<file path="src/rtl/hbb_pkg.sv">
// package for the harmonic bandpass biquad bank
// sizes, operation codes, command and status structs, saturation and row address helpers
// no dependencies
`default_nettype none

package hbb_pkg;

	localparam int MAX_HARMONICS = 64;
	localparam int MAX_STAGES    = 5;
	localparam int COEF_WIDTH    = 24;
	localparam int SAMPLE_WIDTH  = 16;

	localparam int FRAC_BITS = COEF_WIDTH - 4;
	localparam int ROWS      = MAX_HARMONICS * MAX_STAGES;
	localparam int CELLS     = ROWS * 4;
	localparam int ROW_W     = (ROWS > 1) ? $clog2(ROWS) : 1;
	localparam int HIST_AW   = ROW_W + 2;
	localparam int HARM_W    = (MAX_HARMONICS > 1) ? $clog2(MAX_HARMONICS) : 1;

	// fixed field widths
	localparam int HARM_FW  = 6;
	localparam int STAGE_FW = 3;
	localparam int SEL_FW   = 2;
	localparam int AH_W     = 7;
	localparam int AS_W     = 3;
	localparam int TDATA_W  = 56;

	localparam int ALIGN_SH = FRAC_BITS - (SAMPLE_WIDTH - 1);
	localparam int ALIGN_L  = (ALIGN_SH > 0) ? ALIGN_SH : 0;
	localparam int ALIGN_R  = (ALIGN_SH < 0) ? -ALIGN_SH : 0;

	localparam int PROD_W = 2 * COEF_WIDTH;
	localparam int ACC_W  = PROD_W + 2;
	localparam int GR_W   = PROD_W - FRAC_BITS + 1;
	localparam int SUM_W  = GR_W + HARM_W + 1;

	localparam logic signed [ACC_W-1:0] SAT_HI =
		{{(ACC_W-COEF_WIDTH+1){1'b0}}, {(COEF_WIDTH-1){1'b1}}};
	localparam logic signed [ACC_W-1:0] SAT_LO =
		{{(ACC_W-COEF_WIDTH+1){1'b1}}, {(COEF_WIDTH-1){1'b0}}};
	localparam logic signed [ACC_W-1:0] ACC_HALF = ACC_W'(1) << (FRAC_BITS - 1);
	localparam logic signed [PROD_W-1:0] PROD_HALF = PROD_W'(1) << (FRAC_BITS - 1);

	typedef enum logic [1:0] {
		OP_WR_COEF = 2'd0,
		OP_WR_ROLL = 2'd1,
		OP_CLEAR   = 2'd2,
		OP_PROCESS = 2'd3
	} op_t;

	typedef enum logic [2:0] {
		WS_ZERO,
		WS_X,
		WS_HIST,
		WS_Y
	} wsel_t;

	typedef enum logic [1:0] {
		MS_X,
		MS_HIST,
		MS_GAIN
	} msel_t;

	typedef struct packed {
		logic               rd_en;
		logic [HIST_AW-1:0] rd_addr;
		logic               roll_rd_en;
		logic [HARM_W-1:0]  roll_addr;
		logic               hist_we;
		logic [HIST_AW-1:0] hist_waddr;
		wsel_t              hist_wsel;
		logic               coef_we;
		logic               roll_we;
		logic               mul_en;
		msel_t              mul_sel;
		logic               acc_first;
		logic               acc_en;
		logic               x_load;
		logic               y_load;
		logic               sum_clr;
		logic               sum_en;
		logic               out_load;
		logic               req_load;
	} cmd_t;

	typedef struct packed {
		op_t  op;
		logic out_busy;
	} sts_t;

	function automatic logic [ROW_W-1:0] row_of(input logic [HARM_W-1:0] h,
			input logic [STAGE_FW-1:0] s);
		return ROW_W'(h) * ROW_W'(MAX_STAGES) + ROW_W'(s);
	endfunction

	function automatic logic signed [COEF_WIDTH-1:0] sat_coef(
			input logic signed [ACC_W-1:0] v);
		if (v > SAT_HI)
			return SAT_HI[COEF_WIDTH-1:0];
		else if (v < SAT_LO)
			return SAT_LO[COEF_WIDTH-1:0];
		else
			return v[COEF_WIDTH-1:0];
	endfunction

endpackage

`default_nettype wire

</file>
<file path="src/rtl/hbb_ctrl.sv">
// controller: request decode, history clearing sweep and the
// harmonic/stage sequencer driving hbb_dp; uses hbb_pkg
`default_nettype none

module hbb_ctrl import hbb_pkg::*; (
	input  wire logic            clk,
	input  wire logic            arst_n,
	input  wire logic            in_valid,
	output logic                 in_ready,
	input  wire logic            cfg_valid,
	output logic                 cfg_ready,
	input  wire logic            cfg_index,
	input  wire logic [AH_W-1:0] cfg_data,
	input  wire sts_t            sts,
	output cmd_t                 cmd
);

	typedef enum logic [2:0] {
		S_CLEAR,
		S_IDLE,
		S_DECODE,
		S_HARM,
		S_STAGE,
		S_GAIN,
		S_OUT
	} state_t;

	localparam logic [HIST_AW-1:0] CLR_LAST = HIST_AW'(CELLS - 1);

	state_t              state_q;
	logic [HARM_W-1:0]   n_q;
	logic [STAGE_FW-1:0] s_q;
	logic [2:0]          ph_q;
	logic [HIST_AW-1:0]  clr_q;
	logic [AH_W-1:0]     ah_q;
	logic [AS_W-1:0]     as_q;

	logic [AH_W-1:0]     nh;
	logic [AS_W-1:0]     ns;
	logic                last_h, last_s;
	logic [ROW_W-1:0]    row;

	always_comb begin
		nh = (32'(ah_q) > MAX_HARMONICS) ? AH_W'(MAX_HARMONICS) : ah_q;
		ns = (32'(as_q) > MAX_STAGES) ? AS_W'(MAX_STAGES) : as_q;
		last_h = (AH_W'(n_q) + AH_W'(1)) == nh;
		last_s = (AS_W'(s_q) + AS_W'(1)) == ns;
		row = row_of(n_q, s_q);
	end

	assign in_ready  = (state_q == S_IDLE);
	assign cfg_ready = 1'b1;

	always_comb begin
		cmd = '0;
		cmd.hist_wsel = WS_ZERO;
		cmd.mul_sel   = MS_X;
		cmd.roll_addr = n_q;
		cmd.req_load  = in_valid && in_ready;
		unique case (state_q)
			S_CLEAR: begin
				cmd.hist_we    = 1'b1;
				cmd.hist_waddr = clr_q;
			end
			S_DECODE: begin
				cmd.coef_we = (sts.op == OP_WR_COEF);
				cmd.roll_we = (sts.op == OP_WR_ROLL);
				cmd.sum_clr = (sts.op == OP_PROCESS);
			end
			S_HARM: begin
				cmd.x_load     = 1'b1;
				cmd.roll_rd_en = 1'b1;
			end
			S_STAGE: begin
				cmd.rd_en   = (ph_q <= 3'd3);
				cmd.rd_addr = {row, ph_q[1:0]};
				cmd.mul_en  = (ph_q >= 3'd1) && (ph_q <= 3'd4);
				cmd.mul_sel = (ph_q == 3'd1) ? MS_X : MS_HIST;
				cmd.acc_first = (ph_q == 3'd2);
				cmd.acc_en    = (ph_q >= 3'd3) && (ph_q <= 3'd5);
				unique case (ph_q)
					3'd0: begin
						cmd.hist_we    = 1'b1;
						cmd.hist_waddr = {row, 2'd0};
						cmd.hist_wsel  = WS_X;
					end
					3'd1: begin
						cmd.hist_we    = 1'b1;
						cmd.hist_waddr = {row, 2'd1};
						cmd.hist_wsel  = WS_HIST;
					end
					3'd3: begin
						cmd.hist_we    = 1'b1;
						cmd.hist_waddr = {row, 2'd3};
						cmd.hist_wsel  = WS_HIST;
					end
					3'd6: begin
						cmd.hist_we    = 1'b1;
						cmd.hist_waddr = {row, 2'd2};
						cmd.hist_wsel  = WS_Y;
						cmd.y_load     = 1'b1;
					end
					default: begin
					end
				endcase
			end
			S_GAIN: begin
				cmd.mul_en  = (ph_q == 3'd0);
				cmd.mul_sel = MS_GAIN;
				cmd.sum_en  = (ph_q == 3'd1);
			end
			S_OUT: begin
				cmd.out_load = !sts.out_busy;
			end
			default: begin
			end
		endcase
	end

	always_ff @(posedge clk or negedge arst_n) begin
		if (!arst_n) begin
			state_q <= S_CLEAR;
			n_q     <= '0;
			s_q     <= '0;
			ph_q    <= '0;
			clr_q   <= '0;
			ah_q    <= AH_W'(1);
			as_q    <= AS_W'(1);
		end else begin
			if (cfg_valid && cfg_ready) begin
				if (cfg_index)
					as_q <= cfg_data[AS_W-1:0];
				else
					ah_q <= cfg_data;
			end
			unique case (state_q)
				S_CLEAR: begin
					clr_q <= clr_q + HIST_AW'(1);
					if (clr_q == CLR_LAST)
						state_q <= S_IDLE;
				end
				S_IDLE: begin
					if (in_valid)
						state_q <= S_DECODE;
				end
				S_DECODE: begin
					n_q   <= '0;
					clr_q <= '0;
					unique case (sts.op)
						OP_CLEAR:   state_q <= S_CLEAR;
						OP_PROCESS: state_q <= (nh == '0) ? S_OUT : S_HARM;
						default:    state_q <= S_IDLE;
					endcase
				end
				S_HARM: begin
					s_q     <= '0;
					ph_q    <= '0;
					state_q <= (ns == '0) ? S_GAIN : S_STAGE;
				end
				S_STAGE: begin
					if (ph_q == 3'd6) begin
						ph_q <= '0;
						s_q  <= s_q + STAGE_FW'(1);
						if (last_s)
							state_q <= S_GAIN;
					end else begin
						ph_q <= ph_q + 3'd1;
					end
				end
				S_GAIN: begin
					if (ph_q == 3'd1) begin
						ph_q <= '0;
						if (last_h) begin
							state_q <= S_OUT;
						end else begin
							n_q     <= n_q + HARM_W'(1);
							state_q <= S_HARM;
						end
					end else begin
						ph_q <= ph_q + 3'd1;
					end
				end
				S_OUT: begin
					if (!sts.out_busy)
						state_q <= S_IDLE;
				end
				default: state_q <= S_IDLE;
			endcase
		end
	end

`ifndef SYNTHESIS
	a_hist_addr: assert property (@(posedge clk) disable iff (!arst_n)
		cmd.hist_we |-> (32'(cmd.hist_waddr) < CELLS))
		else $error("history write beyond memory");
	a_out_free: assert property (@(posedge clk) disable iff (!arst_n)
		cmd.out_load |-> !sts.out_busy)
		else $error("result loaded over a waiting result");
	a_stage_range: assert property (@(posedge clk) disable iff (!arst_n)
		(state_q == S_STAGE) |-> (32'(s_q) < MAX_STAGES))
		else $error("stage counter out of range");
	a_acc_order: assert property (@(posedge clk) disable iff (!arst_n)
		cmd.y_load |-> $past(cmd.acc_en))
		else $error("stage output taken before accumulation finished");
`endif

endmodule

`default_nettype wire

</file>
<file path="config.mk">
export PLATFORM = sky130hd
export DESIGN_NAME = hbb_ctrl
export DESIGN_NICKNAME = d
export VERILOG_FILES = /design/src/rtl/hbb_pkg.sv /design/src/rtl/hbb_ctrl.sv
export SDC_FILE = /design/constraint.sdc
export NUM_CORES = 1
export LEC_CHECK = 0
export ABC_CLOCK_PERIOD_IN_PS = 3800
export BUFFER_PORTS_ARGS = -buffer_cell sky130_fd_sc_hd__buf_2
export CORE_MARGIN = 2
export CORE_UTILIZATION = 30
export CTS_BUF_LIST = sky130_fd_sc_hd__clkbuf_4
export DETAILED_ROUTE_END_ITERATION = 7
export GPL_TIMING_DRIVEN = 0
export SLEW_MARGIN = 20
export SYNTH_ARGS = -nofsm -noshare
export SYNTH_HDL_FRONTEND = slang
export SYNTH_SLANG_ARGS = --single-unit
</file>
<file path="constraint.sdc">
create_clock -name clk -period 3.8 [get_ports clk]
set_input_delay 0.38 -clock clk [delete_from_list [all_inputs] [get_ports clk]]
set_output_delay 0.38 -clock clk [all_outputs]
set_load 0.02 [all_outputs]
</file>
======== Word-level counts from Yosys, hierarchy flattened ========
Cells that the tools add are included.
word-level totals
  register bits after elaboration ......... 36
  input port bits ......................... 15
  output and inout port bits .............. 49
cells by class
  $add $sub $neg .......................... 6
  multiply operators ...................... 1
  order comparisons ....................... 7
  eq/ne operators ......................... 23
  muxes and demuxes ....................... 36
  bitwise operators ....................... 1
  reductions and logical operators ........ 18
operator list
  operator                 count
  $pmux W15 S4             1
  $mux W3                  13
  $pmux W12 S2             1
  $pmux W11 S2             1
  $pmux W3 S7              1
  $pmux W3 S2              3
  $ne A2 B2 Y1 const B     7
  $eq A3 B2 Y1 const B     4
  $eq A3 B3 Y1 const B     4
  $mux W12                 1
  $mux W6                  2
  $pmux W6 S2              1
  $add A11 B1 Y11 const B  1
  $eq A11 B11 Y1 const B   1
  $add A9 B3 Y9            1
  $logic_not A3 Y1         3
  $mul A6 B3 Y9 const B    1
  $pmux W3 S3              1
  $mux W1                  8
  $add A6 B1 Y7 const B    1
  $eq A7 B7 Y1             1
  $gt A7 B7 Y1 const B     1
  $logic_not A7 Y1         1
  $mux W7                  1
  21 further kinds         32

======== Logic depth before layout (Yosys ltp) ========
  depth in word-level cells ............... 6
  gate-level depth with buffers ........... 10
  depth with buffers taken out ............ 10

======== Worst setup path after synthesis ========
No wires, ideal clock.
  kind .................................... reg-to-output
  from .................................... reg n_q[0]
  to ...................................... out cmd[25] in the netlist's numbering
  data arrival time ....................... 2.782 ns
  setup slack ............................. 0.638 ns
  cell stages (with the launch flop) ...... 11
  path buffers ............................ 0
  path through ............................ dfrtp_1 ha_1 ha_1 fa_1 a21oi_1 nor2_1 nor2_1 o21bai_1 a21oi_1 xor2_1 o21ai_0
RTL lines
  item                      line             RTL
  start: declaration        hbb_ctrl.sv:31   logic [HARM_W-1:0] n_q;
  start signal: assignment  hbb_ctrl.sv:176  n_q <= n_q + HARM_W'(1);
  end: declaration          hbb_ctrl.sv:15   output cmd_t cmd

==> impl_metrics.yaml <==
timing:
  period_needed_ns: 3.50
  setup_viol: 0
  worst_slack_ns: 0.301
  worst_slew_pin_slew_ns: 0.873
  slew_headroom_pct: 41.8
  finClkSkew_ns: 0.00930
  tns_ns: 0
  slew_violations: 0
  rsz0062_at_grt: "false"
  fin_crit_sh_pct: 92.1
  clock.fmax_ghz: 0.286
  hold_violations: 0
global_route:
  grt_overflow: 0
  grt_max_degree: 37
  gr-usage-met3_pct: 2.22
  grt_pass1_wl_um: 12900
  antenna_found_initial: 0
  met2_usage_pct: 23.9
  grt_busiest_layer: "met2"
  grt_usage_pct: 15.2
  grt_pass1_vias: 2560
  groute.layer.met1.usage_pct: 22.2
worst_hold_path:
  min_path_type: "in2async"
final_layout:
  final_common_cell: "buf_2"
  nets: 470
  fin_cells: 566
  nFillCells: 1042
  mostFrequentLayoutCells: "buf_2, nand2_1, nor2_1, dfrtp_1, o21ai_0"
  synthToLayoutAreaGrowth_pct: 18.8
  design_area_um2: 3530
  n_antenna_cell: 0
  drive_gt1_share_pct: 21.7
setup_path:
  crit_arrival_ns: 3.12
  crit_type: "reg2out"
  cp-end-kind: "output pin"
  crit_required_ns: 3.42
  critical_path.startpoint_type: "flip-flop"
  path_cells: "ha_1 -> ha_1 -> ha_1 -> a21o_1 -> a21oi_1 -> o21bai_1 -> a21oi_1 -> o21bai_1 -> a21oi_1 -> o21ai_0 -> buf_2"
  path_max_fanout: 11
  critPathMaxStageDelay_ns: 0.52
  cp_slowest_cell: "dfrtp_2"
clocking:
  cts_resized: 0
  postCtsSetupBuffers: 0
  h-tree-depth: 2
  clockBufferDepth: 2
  clk_latency_ns: 0.35
  cts_buffers: 5
  path_clk_slew_ns: 0.12
  tritoncts: "done"
  cts.sinks: 36
  cts-root-buf: "clkbuf_4"
  hold_buffers: 0
placed_design:
  dpl_cell_area_um2: 3440
  routabilityCongestion: 0.834
  place_inst: 558
  dp_hpwl_um: 6060
  dp_slack_ns: 0.624
  port-buffer-count: 61
floorplanning:
  dieArea_um2: 10700
  fp-row-count: 36
  die_h_um: 103
  initial_core_util_pct: 30.7
  core_area_um2: 9680
  die_w_um: 103
  pin_count: 64
synthesis:
  ys_ff_latch: 36
  yosysWarnings: 0
  synthesis.nets: 402
  async_flop_share_pct: 100
  ys_types: 54
  synth.avg_cell_area_um2: 8.16
  synth_area_um2: 2970
  ys_seq_area_share_pct: 30.4
  ys.flop_type: "dfrtp_1"
  synth_edf_count: 0
  synthCells: 364
route:
  routedWlPerCell_um: 14.0
  viasPerCell: 5.05
  vias: 2861
  drt_iter0_markers: 135
  ant_nets: 0
  route.detailed.drc: 0
  dr.pass1.iters: 5
  wl_um: 7950
pwr:
  power_density_nw_per_um2: 490
  cellLeakagePower_nw: 1.74
  vdd_drop_max_v: 0.000216
flow_run:
  cap_violations: 0
status:
  outcome: "finished clean"
## synthesized netlist by cell type, types with 7 or more instances
cell / number / area, um^2
clkbuf_1: 12 / 45.0
xnor2_1: 8 / 70.1
a21oi_1: 21 / 105
mux2_2: 9 / 101
nor2_1: 38 / 143
o21ai_0: 29 / 145
nand3_1: 12 / 60.1
inv_1: 13 / 48.8
nor3_1: 14 / 70.1
nand2_1: 55 / 206
and3_1: 10 / 62.6
dfrtp_1: 34 / 851
ha_1: 22 / 275
xor2_1: 8 / 70.1
buf_4: 7 / 52.6
mux2i_1: 11 / 110
## worst max-delay path: cells and delay by family, from the launching register on
kind | cells | cell delay, ns
flip-flops | 1 | 0.52
AO/OA/AOI/OAI | 7 | 1.12
buffers and inverters | 1 | 0.20
adder cells (fa/ha/maj) | 3 | 0.94
## final timing paths
path | from | cells after the start | end | slack, ns
worst max register to register | n_q[0] | 10 | n_q[4] | 1.23
worst max-delay path | n_q[0] | 11 | cmd[26] | 0.30
worst min-delay path | arst_n | 1 | n_q[5] | 0.13
worst min register to register | ah_q[4] | 1 | ah_q[4] | 0.58
min in group clk | cfg_data[6] | 3 | ah_q[6] | 0.24
max in group asynchronous | arst_n | 1 | n_q[0] | 3.07
## cells by family after synthesis
logic type | share of synthesized area [%]
and+or+nand+nor | 23.8
AOI/OAI and AO/OA | 16.8
DFF | 30.4
buffers and inverters | 5.44
adders and majority gates | 9.95
muxes | 7.12
xor gates and xnor gates | 6.24
other | 0.253
## routing by layer
metal,up-vias,part of all wire [%]
met1,1357,49
met2,78,46
met5,-,0
met3,7,4.6
li1,1419,-
met4,0,0.91
## flip-flops by register name, summed over array words and instances (netlist names)
name / count
as_q: 3
n_q: 6
clr_q: 11
s_q: 3
state_q: 3
ph_q: 3
ah_q: 7
## metrics by stage
stage          total power (W)  hold slack (ns)  util [%]
2_1_floorplan          0.00118           0.0844         -
3_3_place_gp           0.00143            0.536      35.5
3_5_place_dp           0.00144            0.547      35.5
4_1_cts                0.00174            0.149      36.4
5_1_grt                0.00187            0.173      36.4
6_report               0.00173            0.132      36.4
## where the power goes
part           internal [W]  switching, W
clock network      0.000137      0.000146
registers          0.000471      0.000126
logic              0.000308      0.000539
total              0.000916      0.000811
## cell type report
class | instances | area [um^2] | area share [%]
repair buffers | 61 | 305 | 8.66
inverters | 13 | 48.8 | 1.38
clock buffers | 5 | 37.5 | 1.06
multi-input cells | 294 | 1910 | 54.1
flip-flops and latches | 36 | 905 | 25.6
well taps | 133 | 166 | 4.72
clock inverters | 3 | 42.5 | 1.21
plain buffers | 21 | 113 | 3.19
Note: power is estimated with default switching activity, not from simulation.
